File: src/rtl/ps2_keyboard_receiver_decoder_assert.svh
// Assertion macros for the PS/2 keyboard receiver and decoder.
`ifndef PS2_KEYBOARD_RECEIVER_DECODER_ASSERT_SVH
`define PS2_KEYBOARD_RECEIVER_DECODER_ASSERT_SVH

// Same-cycle implication, sampled on clk and quiet during reset.
`define PS2KD_ASSERT_IMPL(label, ante, cons) \
	label: assert property (@(posedge clk) disable iff (!arst_n) (ante) |-> (cons)) \
		else $error("ps2kd assertion failed");

// Next-cycle implication, sampled on clk and quiet during reset.
`define PS2KD_ASSERT_NEXT(label, ante, cons) \
	label: assert property (@(posedge clk) disable iff (!arst_n) (ante) |=> (cons)) \
		else $error("ps2kd assertion failed");

`endif

File: src/rtl/ps2kd_pkg.sv
// Shared constants and types for the PS/2 keyboard receiver and decoder.
package ps2kd_pkg;

	localparam int FIFO_DEPTH = 64;
	localparam int FIFO_AW    = $clog2(FIFO_DEPTH);
	localparam int COUNT_W    = $clog2(FIFO_DEPTH + 1);

	localparam int         FRAME_W    = 4;
	localparam logic [3:0] FRAME_BITS = 4'd11;

	localparam logic [7:0] CODE_RELEASE = 8'hF0;
	localparam logic [7:0] CODE_EXTEND  = 8'hE0;
	localparam logic [7:0] CODE_LSHIFT  = 8'h12;
	localparam logic [7:0] CODE_RSHIFT  = 8'h59;
	localparam logic [7:0] CODE_F1      = 8'h05;

	localparam logic [1:0] CMD_EDGE      = 2'd0;
	localparam logic [1:0] CMD_MAP_WRITE = 2'd1;
	localparam logic [1:0] CMD_FIFO_READ = 2'd2;

	localparam logic [1:0] TBL_UNSHIFT = 2'd0;
	localparam logic [1:0] TBL_SHIFT   = 2'd1;
	localparam logic [1:0] TBL_EXT     = 2'd2;

	localparam int KMAP_TABLES = 3;
	localparam int KMAP_DEPTH  = KMAP_TABLES * 256;
	localparam int KMAP_AW     = 10;

	// Keymap lookup request raised by a completed frame.
	typedef struct packed {
		logic       lookup;
		logic [1:0] table_sel;
		logic [7:0] code;
	} lookup_t;

	// FIFO status after the item that leaves stage one.
	typedef struct packed {
		logic               popped;
		logic [COUNT_W-1:0] count;
		logic               ready;
	} fifo_stat_t;

endpackage

File: src/rtl/ps2kd_decoder.sv
// PS/2 frame assembly and scan-code flag decoding.
module ps2kd_decoder (
	input  logic                clk,
	input  logic                arst_n,
	input  logic                edge_en,
	input  logic                data_line,
	output ps2kd_pkg::lookup_t  req
);
	import ps2kd_pkg::*;

	logic               expect_rising_q;
	logic [FRAME_W-1:0] frame_count_q;
	logic [7:0]         shift_in_q;
	logic               release_q;
	logic               shift_held_q;
	logic               extended_q;

	logic [FRAME_W-1:0] frame_dec;
	logic               decode_now;
	logic               is_shift;
	logic               is_flag_code;

	assign frame_dec    = frame_count_q - FRAME_W'(1);
	assign decode_now   = expect_rising_q && (frame_dec == '0);
	assign is_shift     = (shift_in_q == CODE_LSHIFT) || (shift_in_q == CODE_RSHIFT);
	assign is_flag_code = is_shift || (shift_in_q == CODE_RELEASE) ||
		(shift_in_q == CODE_EXTEND) || (shift_in_q == CODE_F1);

	always_comb begin
		req.lookup = decode_now && !release_q && !is_flag_code;
		req.code   = shift_in_q;
		if (shift_held_q) begin
			req.table_sel = TBL_SHIFT;
		end else if (extended_q) begin
			req.table_sel = TBL_EXT;
		end else begin
			req.table_sel = TBL_UNSHIFT;
		end
	end

	always_ff @(posedge clk or negedge arst_n) begin
		if (!arst_n) begin
			expect_rising_q <= 1'b0;
			frame_count_q   <= FRAME_BITS;
			shift_in_q      <= '0;
			release_q       <= 1'b0;
			shift_held_q    <= 1'b0;
			extended_q      <= 1'b0;
		end else if (edge_en) begin
			if (!expect_rising_q) begin
				// data bits sit between the start bit and parity
				if (frame_count_q < FRAME_BITS && frame_count_q > FRAME_W'(2)) begin
					shift_in_q <= {data_line, shift_in_q[7:1]};
				end
				expect_rising_q <= 1'b1;
			end else begin
				expect_rising_q <= 1'b0;
				frame_count_q   <= decode_now ? FRAME_BITS : frame_dec;
				if (decode_now) begin
					if (!release_q) begin
						if (shift_in_q == CODE_RELEASE) begin
							release_q  <= 1'b1;
							extended_q <= 1'b0;
						end else if (is_shift) begin
							shift_held_q <= 1'b1;
						end else if (shift_in_q == CODE_EXTEND) begin
							extended_q <= 1'b1;
						end
					end else begin
						release_q <= 1'b0;
						if (is_shift) begin
							shift_held_q <= 1'b0;
						end else if (shift_in_q == CODE_EXTEND) begin
							extended_q <= 1'b0;
						end
					end
				end
			end
		end
	end

endmodule

File: config.mk
export PLATFORM = sky130hd
export DESIGN_NAME = ps2kd_decoder
export DESIGN_NICKNAME = d
export VERILOG_FILES = /design/src/rtl/ps2_keyboard_receiver_decoder_assert.svh /design/src/rtl/ps2kd_pkg.sv /design/src/rtl/ps2kd_decoder.sv
export SDC_FILE = /design/constraint.sdc
export NUM_CORES = 1
export LEC_CHECK = 0
export BUFFER_PORTS_ARGS = -buffer_cell sky130_fd_sc_hd__buf_2
export CAP_MARGIN = 30
export CORE_ASPECT_RATIO = 1.2
export CORE_MARGIN = 2
export CORE_UTILIZATION = 58
export CTS_CLUSTER_SIZE = 40
export DETAILED_ROUTE_END_ITERATION = 6
export GPL_ROUTABILITY_DRIVEN = 0
export PLACE_DENSITY = 0.89
export SLEW_MARGIN = 20
export SYNTH_ARGS = -nofsm -noshare
export SYNTH_HDL_FRONTEND = slang
export SYNTH_SLANG_ARGS = --single-unit
File: constraint.sdc
create_clock -name clk -period 3.9 [get_ports clk]
set_clock_uncertainty 0.15 [all_clocks]
set_input_delay 0.78 -clock clk [delete_from_list [all_inputs] [get_ports clk]]
set_output_delay 0.78 -clock clk [all_outputs]
set_load 0.02 [all_outputs]
Yosys cells after proc, flatten, opt, wreduce, memory -nomap -nowiden
Cells that the tools add are included.
- muxes and demuxes: 16
- bitwise operators: 1
- order comparisons: 2
- $add $sub $neg: 1
- reduce and logical (&&, ||, !) cells: 17
- equal/unequal tests: 9
- operator list (operator ; number):
    equality test 8 bit (second input constant) ; 2
    2-to-1 mux 1 bit ; 13
    equality test 8 x 3 -> 1 bit (second input constant) ; 1
    equality test 8 x 5 -> 1 bit (second input constant) ; 1
    equality test 8 x 7 -> 1 bit (second input constant) ; 1
    AND reduction 7 bit ; 1
    AND reduction 3 bit ; 2
    AND reduction 5 bit ; 1
    greater-than comparator 4 x 2 -> 1 bit (second input constant) ; 1
    logical AND 1 bit ; 4
    logical NOT 4 bit ; 1
    logical OR 1 bit ; 4
    less-than comparator 4 bit (second input constant) ; 1
    2-to-1 mux 2 bit ; 2
    2-to-1 mux 4 bit ; 1
    inequality test 2 x 1 -> 1 bit (second input constant) ; 2
    inequality test 2 bit (second input constant) ; 2
    subtractor 4 x 1 -> 4 bit (second input constant) ; 1
    logical NOT 1 bit ; 2
    AND reduction 2 bit ; 1
    nonzero test 2 bit ; 1
    NOT 1 bit ; 1
- output and inout port bits: 11
- bits of input ports: 4
- logic and storage cells: 52
- bits in registers: 16

Longest topological paths before layout
- word-level depth: 7
- depth in mapped cells: 7
- mapped depth without buffers: 6

Least setup slack after synthesis
OpenSTA, ideal clock, no wires.
- kind: reg2out
- start point: register frame_count_q[0]
- end point: output port req[10] (netlist bit)
- required time: 2.970 ns
- stages on the path, launching flop included: 6
- buffers on the path: 0
- setup slack: 0.935 ns
- arrival: 2.035 ns
- cells stage by stage: dfstp_2 > inv_1 > ha_1 > nor3b_4 > a31oi_4 > nor4b_1
- RTL lines (element ; RTL line ; RTL):
    start: declaration ; ps2kd_decoder.sv:12 ; logic [FRAME_W-1:0] frame_count_q;
    start signal: assignment ; ps2kd_decoder.sv:58 ; frame_count_q <= decode_now ? FRAME_BITS : frame_dec;
    end: declaration ; ps2kd_decoder.sv:7 ; output ps2kd_pkg::lookup_t req

==> impl_metrics.env <==
export IMPL_outcome="complete, no violations"
export IMPL_timing_worst_setup_path_type="reg2out"
export IMPL_ys_top_cells_by_area="dfrtp_1 (36%), mux2_2 (9.9%), dfstp_2 (8.6%)"
export IMPL_diodes=0
export IMPL_clk_latency_ns=0.29
export IMPL_num_rows=15
export IMPL_final_cell_mix="buf_2 (14), dfrtp_1 (13), mux2_2 (8)"
export IMPL_slowest_stage="dfstp_2"
export IMPL_combPwrFrac_pct=42.3
export IMPL_fin_crit_ns=3.079
export IMPL_portBuffers=14
export IMPL_crit_path_max_fanout=8
export IMPL_dp_slack_ns=1.127
export IMPL_cp_end_kind="output port"
export IMPL_numCtsBuffers=3
export IMPL_yosys_warnings=0
export IMPL_reg2regPathDepth=6
export IMPL_antenna_found_initial=0
export IMPL_synthCells=79
export IMPL_ys_ff_latch=16
export IMPL_crit_family="flip-flops"
export IMPL_synth_nets=87
export IMPL_grt_overflow_total=0
export IMPL_critPathArrivalTime_ns=2.15
export IMPL_synth_seq_area_share_pct=44.31
export IMPL_clk_path_buf_depth=2
export IMPL_fmax_mhz=324.8
export IMPL_hold_buffers=0
export IMPL_cpPeakStageDelay_ns=0.62
export IMPL_synth_area_leader_cell="dfrtp_1"
export IMPL_cts_max_level=1
export IMPL_cts_sinks=16
export IMPL_cp_required_ns=2.97
export IMPL_cts_root_buf="clkbuf_4"
export IMPL_areaGrowthSynthToFinish_pct=11.11
export IMPL_crit_chain="inv_1 > ha_1 > nor3b_4 > a31oi_4 > nor4b_1 > buf_2"
export IMPL_cts_clk_slew_worst_paths_ns=0.09
export IMPL_core_area_sq_mm=0.001464
export IMPL_dr_pass1_iters=3
export IMPL_path_depth=6
export IMPL_routed_via_count=647
export IMPL_dieHeight_microns=47.44
export IMPL_ant_nets=0
export IMPL_postCtsSetupBuffers=0
export IMPL_yosysTopAreaCellShare_pct=35.67
export IMPL_start_kind="register"
export IMPL_syn_avg_cell_area_sq_um=11.55
export IMPL_dp_cells=108
export IMPL_max_cap_violations=0
export IMPL_post_route_util_pct=69.23
export IMPL_hold_viol_final=0
export IMPL_vias_per_cell=5.777
export IMPL_ys_flop_type="dfrtp_1"
export IMPL_fp_dieW_microns=40.20
export IMPL_endpoint="req[10]"
export IMPL_power_switching_w=0.0003438
export IMPL_cts_tree="done"
export IMPL_maxSlewHeadroom_pct=75.92
export IMPL_grt_setup_unrepaired="no"
export IMPL_grt_max_degree=17
export IMPL_p_clk_share_pct=11.5
export IMPL_cts_resized=0
export IMPL_p_leak_nw=0.4474
export IMPL_grt_pass1_wl_mm=2.939
export IMPL_final_layout_size_suffix_gt1_share_pct=36.84
export IMPL_ioPinCount=15
export IMPL_grt_pass1_vias=640
export IMPL_vdd_drop_max_mv=0.4617
export IMPL_syn_cell_area_sq_um=912.1
export IMPL_die_area_sq_mm=0.001907
export IMPL_nNetsFinal=104
export IMPL_final_cells=112
export IMPL_drc_errors=0
export IMPL_yosysUniqueCellTypes=35
export IMPL_final_max_slew_violation_count=0
export IMPL_grt_usage_pct=23.60
export IMPL_worst_slew_pin_slew_ns=0.3611
export IMPL_min_path_type="in2async"
export IMPL_synth_edf_count=0
export IMPL_fin_tns_setup_ns=0
export IMPL_power_internal_w=0.0004566
export IMPL_totalWireLength_mm=1.620
export IMPL_mostFrequentLayoutCell="buf_2"
export IMPL_hpwlAfterDp_mm=1.213
export IMPL_swShare_pct=42.95
export IMPL_fin_crit_sh_pct=78.96
export IMPL_r2r_start="frame_count_q[0]$_DFFE_PN1P_"
export IMPL_pwr_share_seq_pct=46.2
export IMPL_async_reset_ff_share_pct=100.0
export IMPL_r2r_end="release_q$_DFFE_PN0P_"
export IMPL_r2r_slack_ns=1.67
export IMPL_setup_violations=0
export IMPL_worst_path_buf_inv=2
export IMPL_wl_per_cell_microns=14.46
export IMPL_power_density_mw_per_mm2=789.8
export IMPL_fin_ws_ns=0.8207
export IMPL_crit_start="frame_count_q[0]$_DFFE_PN1P_"
export IMPL_start_util_pct=62.31
export IMPL_drt_initial_drc_count=7
## synthesized netlist by cell type, drive strengths merged (3+ instances only)
| master | instances |
|---|---|
| buf | 3 |
| dfrtp | 13 |
| dfstp | 3 |
| ha | 4 |
| inv | 4 |
| mux2 | 8 |
| nand2 | 4 |
| nor4b | 4 |
| o21ai | 5 |
| o31ai | 3 |
## power groups by stage
stage / sequential (W) / combinational, W / clock (W)
global route: 0.000391 / 0.000371 / 0.000101
global placement: 0.000364 / 0.000336 / 0
detailed placement: 0.000373 / 0.000341 / 0
CTS: 0.000369 / 0.000343 / 0.0000958
finish: 0.000370 / 0.000339 / 0.0000921
floorplan: 0.000382 / 0.000237 / 0
## worst min-delay path by stage
stage / slack (ns) / start / endpoint
finish: 0.24 / arst_n / shift_in_q[2]$_DFFE_PN0P_
global route: 0.26 / arst_n / shift_in_q[3]$_DFFE_PN0P_
CTS: 0.24 / arst_n / shift_in_q[3]$_DFFE_PN0P_
detailed placement: 0.34 / extended_q$_DFFE_PN0P_ / extended_q$_DFFE_PN0P_
global placement: 0.33 / extended_q$_DFFE_PN0P_ / extended_q$_DFFE_PN0P_
floorplan: 0.31 / extended_q$_DFFE_PN0P_ / extended_q$_DFFE_PN0P_
## layout make-up
cell class                 instances  area, sq um
inverter                           4        15.01
timing repair buffer              15        77.57
clock buffer                       4        26.28
sequential                        16        404.1
fill                             100        450.4
tap                               17        21.27
multi-input combinational         56        469.2
## metal layers
layer  vias to the layer above  global-route usage [%]  wire length (microns)
met5                         -                       0                      0
met1                       306                   29.66                    706
met3                         5                   2.791                     41
li1                        324                       -                      -
met4                         0                   16.00                     48
met2                        12                   37.74                    824
## registers in the layout, indices dropped and copies added, names as in the netlist
name	count
release_q	1
frame_count_q	4
shift_held_q	1
shift_in_q	8
expect_rising_q	1
extended_q	1
## cell families (layout without fill, tap and decap cells)
logic type               count (synthesis)  after routing  synth area share [%]
adder cells (fa/ha/maj)                  4              4                 5.487
AO/OA/AOI/OAI                           13             13                 10.70
flip-flops                              16             16                 44.31
buffers and inverters                    7             23                 4.252
AND/OR/NAND/NOR                         27             27                 21.40
multiplexers                             9              9                 10.97
XOR/XNOR                                 3              3                 2.881
## stage by stage
stage	hold slack (ns)	total power, W	area, sq um
4_1_cts	0.2393	0.0008077	1013
3_3_place_gp	0.3344	0.0006991	987.2
2_1_floorplan	0.3059	0.0006180	912.1
6_report	0.2353	0.0008005	1013
5_1_grt	0.2607	0.0008622	1013
3_5_place_dp	0.3449	0.0007137	987.2
## worst register-to-register path, delay by kind of cell (launching register included)
family,cells,cell delay (ns)
AOI/OAI and AO/OA,2,0.35
adders and majority gates,1,0.28
buffers and inverters,1,0.10
DFF,1,0.62
and+or+nand+nor,2,0.64
Note: power is estimated with default switching activity, not from simulation.
