===== src/rtl/ps2_keyboard_receiver_decoder_assert.svh =====
// Assertion macros for the PS/2 keyboard receiver and decoder.
`ifndef PS2_KEYBOARD_RECEIVER_DECODER_ASSERT_SVH
`define PS2_KEYBOARD_RECEIVER_DECODER_ASSERT_SVH

// Same-cycle implication, sampled on clk and quiet during reset.
`define PS2KD_ASSERT_IMPL(label, ante, cons) \
	label: assert property (@(posedge clk) disable iff (!arst_n) (ante) |-> (cons)) \
		else $error("ps2kd assertion failed");

// Next-cycle implication, sampled on clk and quiet during reset.
`define PS2KD_ASSERT_NEXT(label, ante, cons) \
	label: assert property (@(posedge clk) disable iff (!arst_n) (ante) |=> (cons)) \
		else $error("ps2kd assertion failed");

`endif


===== src/rtl/ps2kd_pkg.sv =====
// Shared constants and types for the PS/2 keyboard receiver and decoder.
package ps2kd_pkg;

	localparam int FIFO_DEPTH = 64;
	localparam int FIFO_AW    = $clog2(FIFO_DEPTH);
	localparam int COUNT_W    = $clog2(FIFO_DEPTH + 1);

	localparam int         FRAME_W    = 4;
	localparam logic [3:0] FRAME_BITS = 4'd11;

	localparam logic [7:0] CODE_RELEASE = 8'hF0;
	localparam logic [7:0] CODE_EXTEND  = 8'hE0;
	localparam logic [7:0] CODE_LSHIFT  = 8'h12;
	localparam logic [7:0] CODE_RSHIFT  = 8'h59;
	localparam logic [7:0] CODE_F1      = 8'h05;

	localparam logic [1:0] CMD_EDGE      = 2'd0;
	localparam logic [1:0] CMD_MAP_WRITE = 2'd1;
	localparam logic [1:0] CMD_FIFO_READ = 2'd2;

	localparam logic [1:0] TBL_UNSHIFT = 2'd0;
	localparam logic [1:0] TBL_SHIFT   = 2'd1;
	localparam logic [1:0] TBL_EXT     = 2'd2;

	localparam int KMAP_TABLES = 3;
	localparam int KMAP_DEPTH  = KMAP_TABLES * 256;
	localparam int KMAP_AW     = 10;

	// Keymap lookup request raised by a completed frame.
	typedef struct packed {
		logic       lookup;
		logic [1:0] table_sel;
		logic [7:0] code;
	} lookup_t;

	// FIFO status after the item that leaves stage one.
	typedef struct packed {
		logic               popped;
		logic [COUNT_W-1:0] count;
		logic               ready;
	} fifo_stat_t;

endpackage


===== src/rtl/ps2kd_char_fifo.sv =====
// Character FIFO: storage memory, indices, fill count and ready flag.
module ps2kd_char_fifo (
	input  logic                   clk,
	input  logic                   arst_n,
	input  logic                   step,
	input  logic                   push_req,
	input  logic                   pop_req,
	input  logic                   capture_enable,
	input  logic [7:0]             push_char,
	output ps2kd_pkg::fifo_stat_t  stat,
	output logic [7:0]             rd_data
);
	import ps2kd_pkg::*;

	logic [7:0]         mem [FIFO_DEPTH];
	logic [FIFO_AW-1:0] wr_idx_q;
	logic [FIFO_AW-1:0] rd_idx_q;
	logic [COUNT_W-1:0] count_q;
	logic               ready_q;
	logic [7:0]         rd_data_q;

	logic push;
	logic pop;

	assign push = step && push_req && capture_enable && (count_q < COUNT_W'(FIFO_DEPTH));
	assign pop  = step && pop_req && (count_q != '0);

	always_comb begin
		stat.popped = pop;
		stat.count  = count_q;
		stat.ready  = ready_q;
		if (push) begin
			stat.count = count_q + COUNT_W'(1);
			stat.ready = 1'b1;
		end else if (pop) begin
			stat.count = count_q - COUNT_W'(1);
			stat.ready = 1'b0;
		end
	end

	assign rd_data = rd_data_q;

	always_ff @(posedge clk) begin
		if (push) begin
			mem[wr_idx_q] <= push_char;
		end
		if (pop) begin
			rd_data_q <= mem[rd_idx_q];
		end
	end

	always_ff @(posedge clk or negedge arst_n) begin
		if (!arst_n) begin
			wr_idx_q <= '0;
			rd_idx_q <= '0;
			count_q  <= '0;
			ready_q  <= 1'b0;
		end else begin
			count_q <= stat.count;
			ready_q <= stat.ready;
			if (push) begin
				wr_idx_q <= (wr_idx_q == FIFO_AW'(FIFO_DEPTH - 1)) ? '0 : wr_idx_q + FIFO_AW'(1);
			end
			if (pop) begin
				rd_idx_q <= (rd_idx_q == FIFO_AW'(FIFO_DEPTH - 1)) ? '0 : rd_idx_q + FIFO_AW'(1);
			end
		end
	end

endmodule


===== config.mk =====
export PLATFORM = sky130hd
export DESIGN_NAME = ps2kd_char_fifo
export DESIGN_NICKNAME = d
export VERILOG_FILES = /design/src/rtl/ps2_keyboard_receiver_decoder_assert.svh /design/src/rtl/ps2kd_pkg.sv /design/src/rtl/ps2kd_char_fifo.sv
export SDC_FILE = /design/constraint.sdc
export NUM_CORES = 1
export LEC_CHECK = 0
export BUFFER_PORTS_ARGS = -buffer_cell sky130_fd_sc_hd__buf_2
export CAP_MARGIN = 10
export CORE_MARGIN = 3
export CORE_UTILIZATION = 54
export CTS_CLUSTER_DIAMETER = 100
export DETAILED_ROUTE_END_ITERATION = 12
export PLACE_DENSITY = 0.72
export SLEW_MARGIN = 5
export SYNTH_ARGS = -nofsm -noshare
export SYNTH_HDL_FRONTEND = slang
export SYNTH_SLANG_ARGS = --single-unit

===== constraint.sdc =====
create_clock -name clk -period 3.3 [get_ports clk]
set_input_delay 0.165 -clock clk [delete_from_list [all_inputs] [get_ports clk]]
set_output_delay 0.165 -clock clk [all_outputs]
set_load 0.03 [all_outputs]

# == Word-level counts from Yosys, hierarchy flattened ==
# Memory sizes are Yosys's and may differ from the RTL's. A register that Yosys moved wholly into a read port is not among the register bits.
# Index checks and enable logic that the tools add are counted.
# classes
add_sub_neg,4
order_cmp,1
n_eq_ne,2
muxes,6
reduce_logical,6
# ops
operator,n
$mux W8,2
$add A6 B1 Y6 const B,2
$eq A6 B6 Y1 const B,2
$mux W6,2
$add A7 B1 Y7 const B,1
$lt A7 B7 Y1 const B,1
$reduce_bool A7 Y1,1
$sub A7 B1 Y7 const B,1
$logic_and A1 B1 Y1,5
$mux W1,2
# word_totals
ff_bits,20
mem_bits_rw,512
input_bits,14
output_inout_bits,17
mem_count,1
# mem_list
memory,words,width,rd,rd_clocked_by_memory_dff,wr,line_no,source
mem,64,8,1,1,1,ps2kd_char_fifo.sv:15,logic [7:0] mem [FIFO_DEPTH];

# == Logic depth before layout (Yosys ltp) ==
# Gate-level depths: netlist of the first run.
# logic_depth
word_depth,5
depth_mapped,9

# == Worst setup path after synthesis of the first run ==
# No wires, ideal clock.
# synth_timing
kind,flip-flop to flip-flop
from,register count_q[2]
to,register count_q[0]
setup_time_ps,189
arrival_ps,2247
required_ps,3111
setup_slack_ps,864
stages_incl_launch_ff,7
path_buffers,2
path_cell_list,dfrtp_1 clkbuf_1 nor4_1 a31oi_1 clkbuf_1 nor2_1 xnor2_1
# synth_rtl
item,line_no,source
"start, declared",ps2kd_char_fifo.sv:18,logic [COUNT_W-1:0] count_q;
"start signal, assigned",ps2kd_char_fifo.sv:59,count_q <= stat.count;

==> metrics.txt, run 1 <==
# TYPE chip_impl_metric gauge
chip_impl_metric{name="pwr-share-seq",unit=""} 0.460
chip_impl_metric{name="nets_final",unit=""} 1183
chip_impl_metric{name="detailed_route_vias_per_instance",unit=""} 6.17
chip_impl_metric{name="use_met2",unit=""} 0.342
chip_impl_metric{name="routed-via-count",unit=""} 10600
chip_impl_info{name="hold_path.class",value="input port to flip-flop"} 1
chip_impl_metric{name="antennaDiodeCount",unit=""} 0
chip_impl_metric{name="dp_worst_setup_slack",unit="ns"} 0.453
chip_impl_metric{name="powerDensity",unit="nW/um^2"} 740
chip_impl_metric{name="worst_ir_drop_vdd",unit="mV"} 0.467
chip_impl_info{name="critical_path.startpoint_type",value="flip-flop"} 1
chip_impl_metric{name="syn_nets",unit=""} 1077
chip_impl_metric{name="grt_antenna_before_repair",unit=""} 0
chip_impl_metric{name="power.static_leakage",unit="nW"} 7.88
chip_impl_info{name="grt_setup_unrepaired",value="false"} 1
chip_impl_metric{name="synth_largest_type_area_fraction",unit=""} 0.736
chip_impl_metric{name="globalplace.congestion",unit=""} 0.836
chip_impl_metric{name="areaGrowthSynthToFinish",unit="%"} 13.3
chip_impl_metric{name="final_worst_slack",unit="ns"} 0.458
chip_impl_metric{name="clkPwrFrac",unit=""} 0.313
chip_impl_metric{name="core",unit="sq um"} 38200
chip_impl_metric{name="cts_sinks",unit=""} 540
chip_impl_metric{name="yosysSeqAreaShare",unit=""} 0.759
chip_impl_info{name="synthFlopType",value="edfxtp_1"} 1
chip_impl_metric{name="cell_area_synth",unit="sq um"} 21200
chip_impl_info{name="yosys-top-cells-count",value="edfxtp_1, mux4_2, nor2_1, mux2i_1, clkbuf_1"} 1
chip_impl_metric{name="die_w",unit="microns"} 204
chip_impl_metric{name="worst-path-max-fanout",unit=""} 24
chip_impl_info{name="busiest_layer",value="met2"} 1
chip_impl_metric{name="antenna_violating_nets_post_route",unit=""} 0
chip_impl_metric{name="cp.required",unit="ns"} 3.60
chip_impl_metric{name="final_max_slew_viol_count",unit=""} 0
chip_impl_metric{name="timing_hold_violations_final",unit=""} 0
chip_impl_metric{name="std_cell_rows",unit=""} 71
chip_impl_info{name="most_repeated_cell_in_the_gate_level_netlist_after_synthesis",value="edfxtp_1"} 1
chip_impl_metric{name="cap_viol_max_count",unit=""} 0
chip_impl_metric{name="filler_cell_count",unit=""} 2637
chip_impl_metric{name="grtUsageMet1",unit=""} 0.329
chip_impl_metric{name="drt_iter0_markers",unit=""} 1219
chip_impl_metric{name="track_usage",unit=""} 0.222
chip_impl_metric{name="p_int",unit="mW"} 12.8
chip_impl_metric{name="use_met3",unit=""} 0.0422
chip_impl_metric{name="finalClockSkew",unit="ns"} 0.0233
chip_impl_metric{name="wl_per_cell",unit="microns"} 26.2
chip_impl_metric{name="worst_slew_pin_slew",unit="ns"} 1.22
chip_impl_info{name="cts_root_buffer",value="clkbuf_16"} 1
chip_impl_metric{name="grt.overflow.total",unit=""} 0
chip_impl_metric{name="cts-resized-gates",unit=""} 0
chip_impl_metric{name="ys_async_sr_fraction",unit=""} 0.0370
chip_impl_info{name="yosys.area.top_type",value="edfxtp_1"} 1
chip_impl_metric{name="power.share.switching",unit=""} 0.283
chip_impl_metric{name="drt_pass1_iterations",unit=""} 5
chip_impl_info{name="synth_top_cells_by_area",value="edfxtp_1, mux4_2, mux2i_1"} 1
chip_impl_metric{name="initial_core_util",unit=""} 0.556
chip_impl_metric{name="postSynthCellCount",unit=""} 1058
chip_impl_metric{name="cts_buffers",unit=""} 52
chip_impl_metric{name="final.period_utilization",unit=""} 0.861
chip_impl_metric{name="number_of_global_route_vias_before_repair",unit=""} 10600
chip_impl_metric{name="clock_insertion_delay_worst_skew",unit="ns"} 0.59
chip_impl_metric{name="place.detailed.hpwl",unit="microns"} 27800
chip_impl_metric{name="finalSetupViolations",unit=""} 0
chip_impl_metric{name="critPathArrivalTime",unit="ns"} 3.14
chip_impl_metric{name="die_area",unit="sq um"} 41700
chip_impl_metric{name="synth.ff_latch_count",unit=""} 540
chip_impl_metric{name="port_buffers",unit=""} 30
chip_impl_metric{name="layout_min_cycle_time",unit="ns"} 2.84
chip_impl_metric{name="drc",unit=""} 0
chip_impl_info{name="crit_path_end_kind",value="flip-flop"} 1
chip_impl_metric{name="grt_start_max_net_pins",unit=""} 65
chip_impl_metric{name="cts_buffer_depth",unit=""} 3
chip_impl_metric{name="clock.fmax",unit="GHz"} 0.352
chip_impl_info{name="tritoncts",value="done"} 1
chip_impl_metric{name="grt_first_pass_wirelength",unit="microns"} 68200
chip_impl_metric{name="total_switching_power",unit="mW"} 5.03
chip_impl_metric{name="synth.lib_cells_used.distinct",unit=""} 46
chip_impl_metric{name="synth-edff-count",unit=""} 520
chip_impl_info{name="critPathKind",value="flip-flop to flip-flop"} 1
chip_impl_metric{name="drive_above_1_share",unit=""} 0.261
chip_impl_metric{name="htree_num_levels",unit=""} 2
chip_impl_metric{name="num_ports",unit=""} 31
chip_impl_metric{name="postRouteWirelength",unit="microns"} 45000
chip_impl_metric{name="yosys_warnings",unit=""} 0
chip_impl_info{name="run_status",value="finished, final reports clean"} 1
chip_impl_metric{name="die-height",unit="microns"} 204
chip_impl_metric{name="part_of_the_power_in_combinational_logic",unit=""} 0.227
chip_impl_metric{name="finalSetupTns",unit="ns"} 0
chip_impl_metric{name="avgSynthCellArea",unit="sq um"} 20.1
chip_impl_metric{name="design_power_total",unit="mW"} 17.8
chip_impl_metric{name="clkTransAtPathRegs",unit="ns"} 0.06
chip_impl_metric{name="slew_headroom",unit=""} 0.184
==> final cells by class <==
cell class / instances / area (sq um) / area share
Clock buffer: 70 / 1400 / 0.0582
Tap cell: 511 / 639 / 0.0266
Multi-Input combinational cell: 450 / 4770 / 0.198
Timing Repair Buffer: 116 / 918 / 0.0382
Inverter: 4 / 15.0 / 0.000624
Sequential cell: 540 / 16100 / 0.670
Clock inverter: 23 / 185 / 0.00770
==> registers in the layout, indices dropped and copies added, names as in the netlist <==
signal    cells
rd_data       8
wr_idx_q      6
count_q       7
ready_q       1
mem         512
rd_idx_q      6
==> layout by cell type (no fill, tap or decap), types with 5 or more instances in the layout <==
cell type  instances
o221ai_1          12
mux2_2             5
a22oi_1            8
dfrtp_1           17
nand3_1           13
nor2b_1            9
clkinv_1           9
clkinv_2           9
a211oi_1           7
nand2_1           25
nand2b_1           6
ha_1               5
buf_2             30
clkbuf_16         53
buf_12             8
a21o_1             5
o21ai_0           11
clkbuf_1          16
buf_4             76
xnor2_1            7
mux4_2           116
o22ai_1           24
and3_1             5
edfxtp_1         520
a21oi_1           14
nor3_1             8
mux2i_1           53
nor2_1            79
==> final timing paths <==
kind                                         start                 endpoint  slack (ns)  cells past startpoint
min in group asynchronous                   arst_n  rd_idx_q[0]$_DFFE_PN0P_        0.06                      2
min reg2reg                   count_q[5]$_DFF_PN0_     count_q[5]$_DFF_PN0_        0.53                      1
max in group asynchronous                   arst_n  rd_idx_q[1]$_DFFE_PN0P_        2.87                      2
max reg2reg                rd_idx_q[0]$_DFFE_PN0P_     rd_data[6]$_DFFE_PP_        0.46                      4
max                        rd_idx_q[0]$_DFFE_PN0P_     rd_data[6]$_DFFE_PP_        0.46                      4
min                                   push_char[0]      mem[2][0]$_DFFE_PP_       0.003                      1
==> through the flow <==
| step | area (sq um) | util | hold slack [ns] | instances |
|---|---|---|---|---|
| 3_3_place_gp | 22400 | 0.586 | 0.134 | 1617 |
| 6_report | 24100 | 0.630 | 0.00295 | 1714 |
| 2_1_floorplan | 21200 | - | -0.131 | 1058 |
| 5_1_grt | 24100 | 0.630 | 0.00243 | 1714 |
| 3_5_place_dp | 22400 | 0.586 | 0.137 | 1617 |
| 4_1_cts | 24000 | 0.628 | 0.0424 | 1711 |
==> cells by family (layout without fill, tap and decap cells) <==
family / Yosys count / in the layout / synth area share
DFF: 540 / 540 / 0.759
muxes: 174 / 174 / 0.151
and+or+nand+nor: 165 / 165 / 0.0360
AOI/OAI and AO/OA: 96 / 96 / 0.0308
buffers and inverters: 68 / 213 / 0.0162
xor gates and xnor gates: 10 / 10 / 0.00413
adders and majority gates: 5 / 5 / 0.00295
==> power by group through the flow <==
stage | Sequential, mW | Combinational [mW] | Clock [mW]
after global placement | 8.33 | 3.98 | 0
after CTS | 8.20 | 4.06 | 5.67
after floorplan | 7.99 | 3.06 | 0
final | 8.19 | 4.04 | 5.58
after global routing | 8.23 | 4.31 | 5.96
after detailed placement | 8.34 | 4.04 | 0
==> metal layers <==
metal / share of wire / vias to the layer above
li1: - / 4546
met1: 0.42 / 5499
met2: 0.47 / 427
met3: 0.080 / 97
met4: 0.031 / 0
met5: 0 / -
==> timing repair <==
item / CTS / global route
endpoints found under the hold margin: 20 / 0
buffers inserted: 0 / 0
hold buffers: 1 / 0
==> critical path: stages (launching register included) <==
cell and delay [ns]:
dfrtp_4 0.73, mux4_2 0.60, mux4_2 0.48, a211oi_1 0.52, o22ai_1 0.20
Power figures use the tool's default switching activity.
==> run 2, diff against run 1 <==
--- a/constraint.sdc
+++ b/constraint.sdc
@@ -3,2 +3,2 @@
 set_output_delay 0.165 -clock clk [all_outputs]
-set_load 0.03 [all_outputs]
+set_load 0.02 [all_outputs]
==> run 2 against run 1 <==
  * Maximum frequency decreased by 1.7%
  * Flip-flop and latch count unchanged
  * Non-clock buffer count increased by 1
  * Final cell count increased by 0.18%
  * Critical path depth increased by 4
  * Count of clock-buffer cells in the layout decreased by 1
  * Core utilization increased by 0.15 points
  * Largest cell class unchanged
  * Setup slack got worse by 0.048 ns
  * Combinational power decreased by 2%
  * Design area increased by 0.24%
  * Sequential share of layout area decreased by 0.16 points
  * Clock power increased by 2%
==> metrics.txt, run 2 (same netlist as run 1, synthesis figures left out) <==
# TYPE chip_impl_metric gauge
chip_impl_metric{name="power.static_leakage",unit="nW"} 7.90
chip_impl_info{name="mostFrequentLayoutCells",value="edfxtp_1, mux4_2, nor2_1"} 1
chip_impl_info{name="grt_setup_unrepaired",value="false"} 1
chip_impl_metric{name="cts_buffer_depth",unit=""} 3
chip_impl_metric{name="clock.fmax",unit="GHz"} 0.346
chip_impl_info{name="layout.cells.most_common",value="edfxtp_1"} 1
chip_impl_info{name="crit_path_end_kind",value="output pin"} 1
chip_impl_metric{name="grt.overflow.total",unit=""} 0
chip_impl_metric{name="std_cell_rows",unit=""} 71
chip_impl_metric{name="worst_slew_pin_slew",unit="ns"} 1.21
chip_impl_metric{name="antenna_violating_nets_post_route",unit=""} 0
chip_impl_metric{name="initial_core_util",unit=""} 0.556
chip_impl_info{name="hold_path.class",value="input port to async pin"} 1
chip_impl_metric{name="final.period_utilization",unit=""} 0.876
chip_impl_metric{name="cp.required",unit="ns"} 3.13
chip_impl_metric{name="cts_sinks",unit=""} 540
chip_impl_metric{name="finalSetupViolations",unit=""} 0
chip_impl_metric{name="grt_antenna_before_repair",unit=""} 0
chip_impl_info{name="timing.rr.end",value="rd_data[6]$_DFFE_PP_"} 1
chip_impl_info{name="run_status",value="finished, final reports clean"} 1
chip_impl_info{name="max_flop_register",value="mem"} 1
chip_impl_metric{name="drt_pass1_iterations",unit=""} 5
chip_impl_metric{name="postRouteWirelength",unit="microns"} 45200
chip_impl_metric{name="core",unit="sq um"} 38200
chip_impl_metric{name="final_worst_slack",unit="ns"} 0.411
chip_impl_metric{name="die_area",unit="sq um"} 41700
chip_impl_info{name="critical_path.startpoint_type",value="flip-flop"} 1
chip_impl_metric{name="antennaDiodeCount",unit=""} 0
chip_impl_metric{name="pwr-share-seq",unit=""} 0.459
chip_impl_info{name="critPathKind",value="flip-flop to output pin"} 1
chip_impl_metric{name="total_switching_power",unit="mW"} 4.99
chip_impl_metric{name="worst_ir_drop_vdd",unit="mV"} 0.449
chip_impl_metric{name="track_usage",unit=""} 0.222
chip_impl_metric{name="cts_buffers",unit=""} 52
chip_impl_metric{name="die_w",unit="microns"} 204
chip_impl_metric{name="detailed_route_vias_per_instance",unit=""} 6.21
chip_impl_metric{name="worst-path-max-fanout",unit=""} 21
chip_impl_metric{name="p_int",unit="mW"} 12.9
chip_impl_metric{name="final_max_slew_viol_count",unit=""} 0
chip_impl_metric{name="slew_headroom",unit=""} 0.195
chip_impl_metric{name="routed-via-count",unit=""} 10700
chip_impl_metric{name="number_of_global_route_vias_before_repair",unit=""} 10700
chip_impl_metric{name="part_of_the_power_in_combinational_logic",unit=""} 0.222
chip_impl_info{name="timing.rr.start",value="rd_idx_q[1]$_DFFE_PN0P_"} 1
chip_impl_metric{name="cts.repair_timing.setup_buffer_count",unit=""} 0
chip_impl_metric{name="timing_hold_violations_final",unit=""} 0
chip_impl_metric{name="layout_min_cycle_time",unit="ns"} 2.89
chip_impl_info{name="tritoncts",value="done"} 1
chip_impl_metric{name="num_ports",unit=""} 31
chip_impl_metric{name="grt_first_pass_wirelength",unit="microns"} 68400
chip_impl_metric{name="htree_num_levels",unit=""} 2
chip_impl_metric{name="dp_worst_setup_slack",unit="ns"} 0.496
chip_impl_metric{name="finalClockSkew",unit="ns"} 0.0214
chip_impl_metric{name="die-height",unit="microns"} 204
chip_impl_metric{name="clkTransAtPathRegs",unit="ns"} 0.06
chip_impl_metric{name="cap_viol_max_count",unit=""} 0
chip_impl_metric{name="power.share.switching",unit=""} 0.279
chip_impl_metric{name="dpl_cell_area",unit="sq um"} 22400
chip_impl_metric{name="place.detailed.hpwl",unit="microns"} 27700
chip_impl_metric{name="clock_insertion_delay_worst_skew",unit="ns"} 0.57
chip_impl_metric{name="areaGrowthSynthToFinish",unit="%"} 13.6
chip_impl_metric{name="drc",unit=""} 0
chip_impl_metric{name="final_area",unit="sq um"} 24100
chip_impl_metric{name="port_buffers",unit=""} 30
chip_impl_metric{name="drt_iter0_markers",unit=""} 1107
chip_impl_metric{name="dp.cells",unit=""} 1617
chip_impl_metric{name="grt_start_max_net_pins",unit=""} 65
chip_impl_metric{name="globalplace.congestion",unit=""} 0.838
chip_impl_metric{name="layoutNonFillerInstCount",unit=""} 1717
chip_impl_metric{name="wl_per_cell",unit="microns"} 26.3
chip_impl_metric{name="clkPwrFrac",unit=""} 0.319
chip_impl_metric{name="powerDensity",unit="nW/um^2"} 741
chip_impl_metric{name="finalSetupTns",unit="ns"} 0
chip_impl_info{name="cts_root_buffer",value="clkbuf_16"} 1
chip_impl_metric{name="drive_above_1_share",unit=""} 0.260
chip_impl_metric{name="r2r_slack",unit="ns"} 0.45
chip_impl_metric{name="number_of_flip_flops_in_the_largest_register",unit=""} 512
chip_impl_metric{name="critPathArrivalTime",unit="ns"} 2.72
chip_impl_metric{name="timing.reg2reg.worst_path_depth",unit=""} 5
chip_impl_metric{name="finish.utilization",unit=""} 0.631
chip_impl_metric{name="nets_final",unit=""} 1184
==> run 2: cell types whose count changed in the layout (fill, tap and decap cells not counted) <==
cell and change:
clkinv_1 +4, clkbuf_1 -2, clkbuf_8 +1, bufinv_16 +1
inv_6 +2, clkinv_2 -4, dlygate4sd3_1 +1
==> run 2: worst max-delay path, cell delays in order, from the launching register on <==
cell and delay, ns:
dfrtp_1 0.43, inv_1 0.09, ha_1 0.21, a31oi_2 0.22
buf_4 0.34, nand3_1 0.15, o31ai_1 0.29, xor2_1 0.21
buf_2 0.19
==> run 2: cell type report <==
cell class / count / area, sq um
clock buffers: 69 / 1410
well taps: 511 / 639
multi-input cells: 450 / 4770
inverters: 4 / 15.0
flip-flops and latches: 540 / 16100
fillers: 2639 / 14100
clock inverters: 26 / 228
repair buffers: 117 / 928
==> run 2: worst max path at each step <==
stage	from	endpoint	slack, ns	cells past startpoint
floorplan	count_q[6]$_DFF_PN0_	mem[23][0]$_DFFE_PP_	0.99	5
finish	count_q[0]$_DFF_PN0_	stat[5]	0.41	8
global placement	rd_idx_q[0]$_DFFE_PN0P_	rd_data[6]$_DFFE_PP_	0.51	4
detailed placement	rd_idx_q[1]$_DFFE_PN0P_	rd_data[6]$_DFFE_PP_	0.50	5
CTS	count_q[0]$_DFF_PN0_	stat[5]	0.37	8
global route	count_q[0]$_DFF_PN0_	stat[5]	0.20	8
==> run 2: metal layers <==
layer	wire, microns	up-vias	global-route usage	part of all wire
li1	-	4557	-	-
met1	18800	5565	0.331	0.42
met2	21300	458	0.343	0.47
met3	3830	84	0.0411	0.085
met4	1230	0	0.0651	0.027
met5	0	-	0	0
==> run 2: power groups by stage <==
stage               combinational [mW]  clock [mW]  sequential (mW)
floorplan                         3.02           0             7.96
global placement                  3.90           0             8.33
detailed placement                3.97           0             8.35
CTS                               3.98        5.79             8.20
global route                      4.23        6.08             8.24
finish                            3.97        5.69             8.20
==> run 2: repair_timing <==
item / 4_1_cts / 5_1_grt
resized for setup: 0 / 0
hold endpoints to repair: 20 / 1
setup endpoints to repair: 0 / 0
hold buffers: 1 / 1
==> run 2: stage by stage <==
stage	hold WS (ns)	power, mW
after floorplan	-0.131	11.0
after global placement	0.134	12.2
after detailed placement	0.143	12.3
after CTS	0.0645	18.0
after global routing	0.0973	18.5
final	0.0813	17.9
